File: src/hdl/speed_kalman_filter_macros.svh
// Assertion macros for the speed Kalman filter.
// Used by the top level; no other dependencies.
`ifndef SPEED_KALMAN_FILTER_MACROS_SVH
`define SPEED_KALMAN_FILTER_MACROS_SVH
// Assert that a condition implies a consequence in the same cycle.
`define SKF_ASSERT_IMP(label, clk, rst_n, cond, cons, msg) \
  label: assert property (@(posedge clk) disable iff (!rst_n) (cond) |-> (cons)) \
    else $error(msg);
// Assert that a condition implies a consequence in the next cycle.
`define SKF_ASSERT_NEXT(label, clk, rst_n, cond, cons, msg) \
  label: assert property (@(posedge clk) disable iff (!rst_n) (cond) |=> (cons)) \
    else $error(msg);
`endif

File: src/hdl/skf_pkg.sv
// Package for the speed Kalman filter: register indexes and field widths.
// No dependencies.
package skf_pkg;
  localparam int unsigned CfgIdxBits = 2;
  localparam int unsigned CfgDataBits = 31;
  localparam logic [CfgIdxBits-1:0] RegTimeStep = 2'd0;
  localparam logic [CfgIdxBits-1:0] RegProcNoise = 2'd1;
  localparam logic [CfgIdxBits-1:0] RegMeasNoise = 2'd2;

  typedef struct packed {
    logic signed [31:0] acceleration;
    logic signed [31:0] measured_speed;
  } in_item_t;

  typedef struct packed {
    logic signed [31:0] speed_out;
    logic [30:0]        variance_out;
    logic signed [31:0] position_out;
  } out_item_t;

  // Control between the sequencer and the divider.
  typedef struct packed {
    logic start;
    logic busy;
    logic done;
  } div_ctrl_t;
endpackage

File: src/hdl/skf_div.sv
// Bit-serial gain divider: q = |n|*2^FB / d, saturated, sign of n.
// Uses skf_pkg for the control struct.
module skf_div import skf_pkg::*; #(
  parameter int unsigned WORD_BITS = 32,
  parameter int unsigned FRACTION_BITS = 24
) (
  input  logic                        clk_i,
  input  logic                        rst_ni,
  input  logic                        start_i,
  input  logic signed [WORD_BITS-1:0] num_i,
  input  logic signed [WORD_BITS-1:0] den_i,
  output div_ctrl_t                   ctrl_o,
  output logic signed [WORD_BITS-1:0] quo_o
);
  localparam int unsigned NB = WORD_BITS + FRACTION_BITS;
  localparam int unsigned CB = $clog2(NB + 1);
  localparam logic [NB:0] WMaxQ = {{(FRACTION_BITS + 2){1'b0}}, {(WORD_BITS-1){1'b1}}};

  logic [NB-1:0] num_q, num_d;
  logic [WORD_BITS:0] rem_q, rem_d;
  logic [NB:0] quo_q, quo_d;
  logic [WORD_BITS-1:0] den_q, den_d;
  logic neg_q, neg_d, busy_q, busy_d, done_q, done_d;
  logic [CB-1:0] cnt_q, cnt_d;
  logic [WORD_BITS:0] shifted;
  logic [WORD_BITS-1:0] nmag;

  // Restoring long division, one quotient bit per cycle.
  always_comb begin
    num_d = num_q; rem_d = rem_q; quo_d = quo_q; den_d = den_q;
    neg_d = neg_q; busy_d = busy_q; done_d = 1'b0; cnt_d = cnt_q;
    nmag = num_i[WORD_BITS-1] ? WORD_BITS'(-num_i) : WORD_BITS'(num_i);
    shifted = {rem_q[WORD_BITS-1:0], num_q[NB-1]};
    if (start_i) begin
      num_d = {nmag, {FRACTION_BITS{1'b0}}};
      rem_d = '0; quo_d = '0; den_d = den_i;
      neg_d = num_i[WORD_BITS-1]; busy_d = 1'b1; cnt_d = '0;
    end else if (busy_q) begin
      num_d = {num_q[NB-2:0], 1'b0};
      if (shifted >= {1'b0, den_q}) begin
        rem_d = shifted - {1'b0, den_q};
        quo_d = {quo_q[NB-1:0], 1'b1};
      end else begin
        rem_d = shifted;
        quo_d = {quo_q[NB-1:0], 1'b0};
      end
      cnt_d = cnt_q + 1'b1;
      if (cnt_q == CB'(NB - 1)) begin
        busy_d = 1'b0; done_d = 1'b1;
      end
    end
  end

  always_ff @(posedge clk_i or negedge rst_ni) begin
    if (!rst_ni) begin
      busy_q <= 1'b0; done_q <= 1'b0; cnt_q <= '0;
    end else begin
      busy_q <= busy_d; done_q <= done_d; cnt_q <= cnt_d;
    end
  end

  always_ff @(posedge clk_i) begin
    num_q <= num_d; rem_q <= rem_d; quo_q <= quo_d; den_q <= den_d; neg_q <= neg_d;
  end

  logic [WORD_BITS-1:0] qsat;
  assign qsat = (quo_q > WMaxQ) ? WMaxQ[WORD_BITS-1:0] : quo_q[WORD_BITS-1:0];
  assign quo_o = neg_q ? WORD_BITS'(-qsat) : qsat;
  assign ctrl_o = '{start: start_i, busy: busy_q, done: done_q};
endmodule

File: config.mk
export PLATFORM = sky130hd
export DESIGN_NAME = skf_div
export DESIGN_NICKNAME = d
export VERILOG_FILES = /design/src/hdl/speed_kalman_filter_macros.svh /design/src/hdl/skf_pkg.sv /design/src/hdl/skf_div.sv
export SDC_FILE = /design/constraint.sdc
export NUM_CORES = 1
export LEC_CHECK = 0
export ABC_CLOCK_PERIOD_IN_PS = 8400
export BUFFER_PORTS_ARGS = -buffer_cell sky130_fd_sc_hd__buf_4
export CAP_MARGIN = 0
export CORE_MARGIN = 2
export CORE_UTILIZATION = 60
export DETAILED_ROUTE_END_ITERATION = 8
export GPL_ROUTABILITY_DRIVEN = 1
export PLACE_DENSITY = 0.87
export SETUP_SLACK_MARGIN = 0.3
export SLEW_MARGIN = 10
export SYNTH_ARGS = -nofsm -noshare
export SYNTH_HDL_FRONTEND = slang
export SYNTH_SLANG_ARGS = --single-unit
File: constraint.sdc
create_clock -name clk_i -period 8.4 [get_ports clk_i]
set_input_delay 1.26 -clock clk_i [delete_from_list [all_inputs] [get_ports clk_i]]
set_output_delay 1.26 -clock clk_i [all_outputs]
set_load 0.01 [all_outputs]
* After elaboration in Yosys (flattened, before gate mapping) *
Cells that the tools add are included.

storage, ports and cells
  input bits = 67
  bits in writable memories = 0
  flip-flop bits (word level) = 162
  memory bits (read-only) = 0
  memories = 0
  word-level logic and storage cells = 31
  latch bits = 0

cells by class
  magnitude comparators = 2
  shifts and indexed selects = 0
  multiplexer cells = 15
  equal/unequal tests = 1
  $mul = 0
  bitwise gates (word level) = 0
  $add $sub $neg = 4
  divide/modulo/power cells = 0
  reductions and logical operators = 1

operators by type and width
  kind                                                                     number
  32-bit 2-to-1 mux                                                        4
  56-bit 2-to-1 mux                                                        2
  32-bit negation                                                          2
  57-bit by 31-bit > comparator with 1-bit output (second input constant)  1
  33-bit by 32-bit >= comparator with 1-bit output                         1
  32-bit subtractor                                                        1
  6-bit 2-to-1 mux                                                         2
  1-bit 2-to-1 mux                                                         7
  6-bit by 1-bit adder with 6-bit output (second input constant)           1
  6-bit == test (second input constant)                                    1
  2-bit nonzero test                                                       1

* Longest topological paths before layout *
  depth after elaboration = 4
  depth in mapped cells = 16
  mapped depth without buffers = 13

* Least setup slack after synthesis *
No wires, ideal clock.

  kind = flip-flop to output port
  start = register quo_q[37]
  end = output quo_o[30]
  setup slack = 2.831 ns
  stages on the path, launching flop included = 16
  path buffers = 3
  data arrival time = 4.309 ns
  path through = dfxtp_1 > or4_1 > nor3_1 > nand4_1 > clkbuf_1 > clkbuf_1 > nor2_1 > ha_1 > or3b_2 > or3_1 > clkbuf_1 > or4_1 > nor3_1 > nand3_1 > o41ai_1 > xor2_1

between the ends
  cells in the longest elaborated chain, start to end = 4

RTL lines
  item                                               line           RTL
  from (decl)                                        skf_div.sv:21  logic [NB:0] quo_q, quo_d;
  from (signal assigned)                             skf_div.sv:63  num_q <= num_d; rem_q <= rem_d; quo_q <= quo_d; den_q <= den_d; neg_q <= neg_d;
  57-bit by 31-bit > comparator with 1-bit output *  skf_div.sv:67  assign qsat = (quo_q > WMaxQ) ? WMaxQ[WORD_BITS-1:0] : quo_q[WORD_BITS-1:0];
  32-bit 2-to-1 mux *                                skf_div.sv:67
  32-bit negation                                    skf_div.sv:68  assign quo_o = neg_q ? WORD_BITS'(-qsat) : qsat;
  32-bit 2-to-1 mux *                                skf_div.sv:68
  to (decl)                                          skf_div.sv:13  output logic signed [WORD_BITS-1:0] quo_o

Every way passes the cells marked *; elsewhere a longest branch is shown, timed or not.

* Worst setup path after layout *
Same ends and word-level chain as after synthesis.

==> metrics.txt <==
CP cell instances=or4_1 -> nor3_1 -> nand4_1 -> nor2_1 -> ha_1 -> or3b_2 -> or3_1 -> or4_1 -> nor3_1 -> nand3_1 -> o41ai_1 -> xor2_1 -> buf_4; Port Buffers=~100; PostCTS Resize Cnt=0; RSZ-0062 raised after global routing=false; Reg2Reg Depth=10; post-synthesis adder-cell area fraction=~4.7%; pin count of the biggest net entering global routing=roughly 130; dpl hpwl=approximately 14000 µm; Post-CTS Setup Inserts=0; Final Util=69.6%; number of core rows=46; # setup viols final=0; clk slew on worst S/H paths=approximately 0.06 ns; number of detailed-route iterations in the first pass=6; fin crit period=around 6.5 ns; Final Hold Fails=0; Crit Path Category=reg -> out; Die Span X=roughly 130 µm; root buffer cell=clkbuf_16; VDD IR max=149 µV; Seq/Total Area, Yosys=40.4%; highest-delay cell along the critical path=or4_1; Num CTS Buffers=17; vias per cell=6.02; starting DRC count in detailed routing=between 600 and 700; Place WS=approximately 2.4 ns; post-synthesis mux area share=8.46%; final wirelength=~21000 µm; DRC=0; vias in the first global route=around 7600; Max Clk Rate=roughly 150 MHz; ranking of synthesized cells by area=edfxtp_1 (20%), dfxtp_1 (18%), mux2i_1 (8.2%); number of diodes=0; GRT Residual Overflow=0; GR Util All Layers=about a quarter; core box area=around 0.016 mm²; Tightest Pin Transition=between 1 and 1.5 ns; Hold Buf Count CTS=0; Die Y-Extent=~130 µm; largest family of logic cells by synthesized area=simple AND/OR/NAND/NOR gates; Synth warnings=0; commonest cells in the netlist=nor2_1 (174), dfxtp_1 (89), mux2i_1 (80); Routed wire per std cell=around 15 µm; Worst Setup End Kind=output pin; CP arrival=between 5 and 6 ns; synthesized-area fraction occupied by and/or/nand/nor cells=about 19%; setup TNS=0 ns; worst hold stages=2; post-route ant nets=0; EDFF count, synth=65; CP required=about 7.1 ns; Compound-Gate Fraction of Synth Area=between 10% and 20%; clk sinks=~160; initial core utilization=roughly three fifths; I/O pin total=a little over 100; Mean Syn Cell Area=~9 µm²; Tot Pwr=0.00175 W; Cells after Synth=1088; Hold WC Path Type=reg -> reg; asr flop ratio synth=slightly below 5%; routability cong.=0.908; status=complete, no violations; count leader, synth=nor2_1; Setup WS post-layout=around 1.9 ns; top-area cell type share of the netlist area=20.0%; TritonCTS clock tree=yes; die area=between 0.015 and 0.02 mm²; xor and xnor area share after synthesis=5.58%; FF+latch count, synth=162; CP peak stage delay=0.58 ns; layout cells sized above 1=about 14%; Slew Viols, Final=0; crit start category=flip-flop; Slew HR=~27%; Synth cell types=72; first-pass GRT wire length=35500 µm; Netlist Area Pre-Place=about 0.01 mm²; max-cap violations=0; Leakage Power=roughly 5.2 nW; critical path peak fanout=17; clk_lat worst skew=~0.42 ns; period utilisation layout=77.1%; H-tree Lvls=4; nets=roughly 1200; power density over the cells=around 160 mW/mm²; Synth Flop Type=dfxtp_1; initial antenna violation count=0; buffer depth of the longest clock path=2; leading area contributor after synthesis=edfxtp_1; Synth Net Count=around 1200; area grow syn2layout=13.6%; clk_skew=0.00796 ns; DR vias=8256
## power breakdown
part           switching [W]  total [W]  internal [W]
Sequential         0.0000136   0.000871      0.000857
Clock               0.000295   0.000711      0.000416
Combinational      0.0000964   0.000169     0.0000722
## final cells by class
| type | instances | area (µm²) |
|---|---|---|
| fillers | 1253 | 4820 |
| clock buffers | 26 | 472 |
| multi-input cells | 809 | 5350 |
| clock inverters | 6 | 58.8 |
| inverters | 46 | 173 |
| well taps | 216 | 270 |
| repair buffers | 106 | 800 |
| flip-flops and latches | 162 | 3940 |
## worst paths after layout
check	start	to	slack (ns)
worst max-delay path	quo_q[37]	quo_o[30]	1.93
worst min register to register	rem_q[31]	rem_q[31]	0.49
worst max register to register	den_q[26]	rem_q[0]	5.13
worst min-delay path	rem_q[31]	rem_q[31]	0.49
max in group asynchronous	rst_ni	busy_q	7.62
min in group asynchronous	rst_ni	busy_q	0.64
## sequential cells by signal (all words and copies together) (netlist names)
| register | count |
|---|---|
| busy_q | 1 |
| den_q | 32 |
| done_q | 1 |
| cnt_q | 6 |
| num_q | 32 |
| neg_q | 1 |
| quo_q | 57 |
| rem_q | 32 |
## critical path, delay by kind of cell, from the launching register on
family                   cells  cell delay [ns]
AND/OR/NAND/NOR              9             3.55
AO/OA/AOI/OAI                1             0.35
flip-flops                   1             0.32
adder cells (fa/ha/maj)      1             0.20
XOR/XNOR                     1             0.20
buffers and inverters        1             0.14
## cells in the final DEF (no fill, tap or decap), types with 17 or more instances in the layout
| cell | instances |
|---|---|
| a211oi_1 | 27 |
| a21oi_1 | 74 |
| buf_4 | 105 |
| clkbuf_16 | 17 |
| dfxtp_1 | 89 |
| edfxtp_1 | 65 |
| ha_1 | 35 |
| inv_1 | 44 |
| mux2i_1 | 80 |
| nand2_1 | 49 |
| nand3_1 | 20 |
| nor2_1 | 174 |
| nor3_1 | 19 |
| o21ai_0 | 49 |
| or3_1 | 19 |
| xnor2_1 | 17 |
| xor2_1 | 45 |
## logic make-up after synthesis
logic type               after synthesis
AO/OA/AOI/OAI                        250
buffers and inverters                117
XOR/XNOR                              62
multiplexers                          82
adder cells (fa/ha/maj)               36
AND/OR/NAND/NOR                      379
flip-flops                           162
## routing by layer
metal / up-vias / track usage [%] / wire length [µm]
li1: 4081 / - / -
met1: 3902 / 34.0 / 9860
met2: 252 / 37.9 / 9480
met3: 21 / 6.02 / 1270
met4: 0 / 6.88 / 236
met5: - / 0 / 0
## per-stage QoR
| stage | cells | hold WS (ns) | instance area (µm²) |
|---|---|---|---|
| 6_report | 1371 | 0.491 | 11100 |
| 5_1_grt | 1371 | 0.518 | 11100 |
| 4_1_cts | 1371 | 0.500 | 11100 |
| 3_5_place_dp | 1339 | 0.489 | 10500 |
| 3_3_place_gp | 1339 | 0.469 | 10500 |
| 2_1_floorplan | 1088 | 0.457 | 9740 |
(Power assumes the default switching activity.)
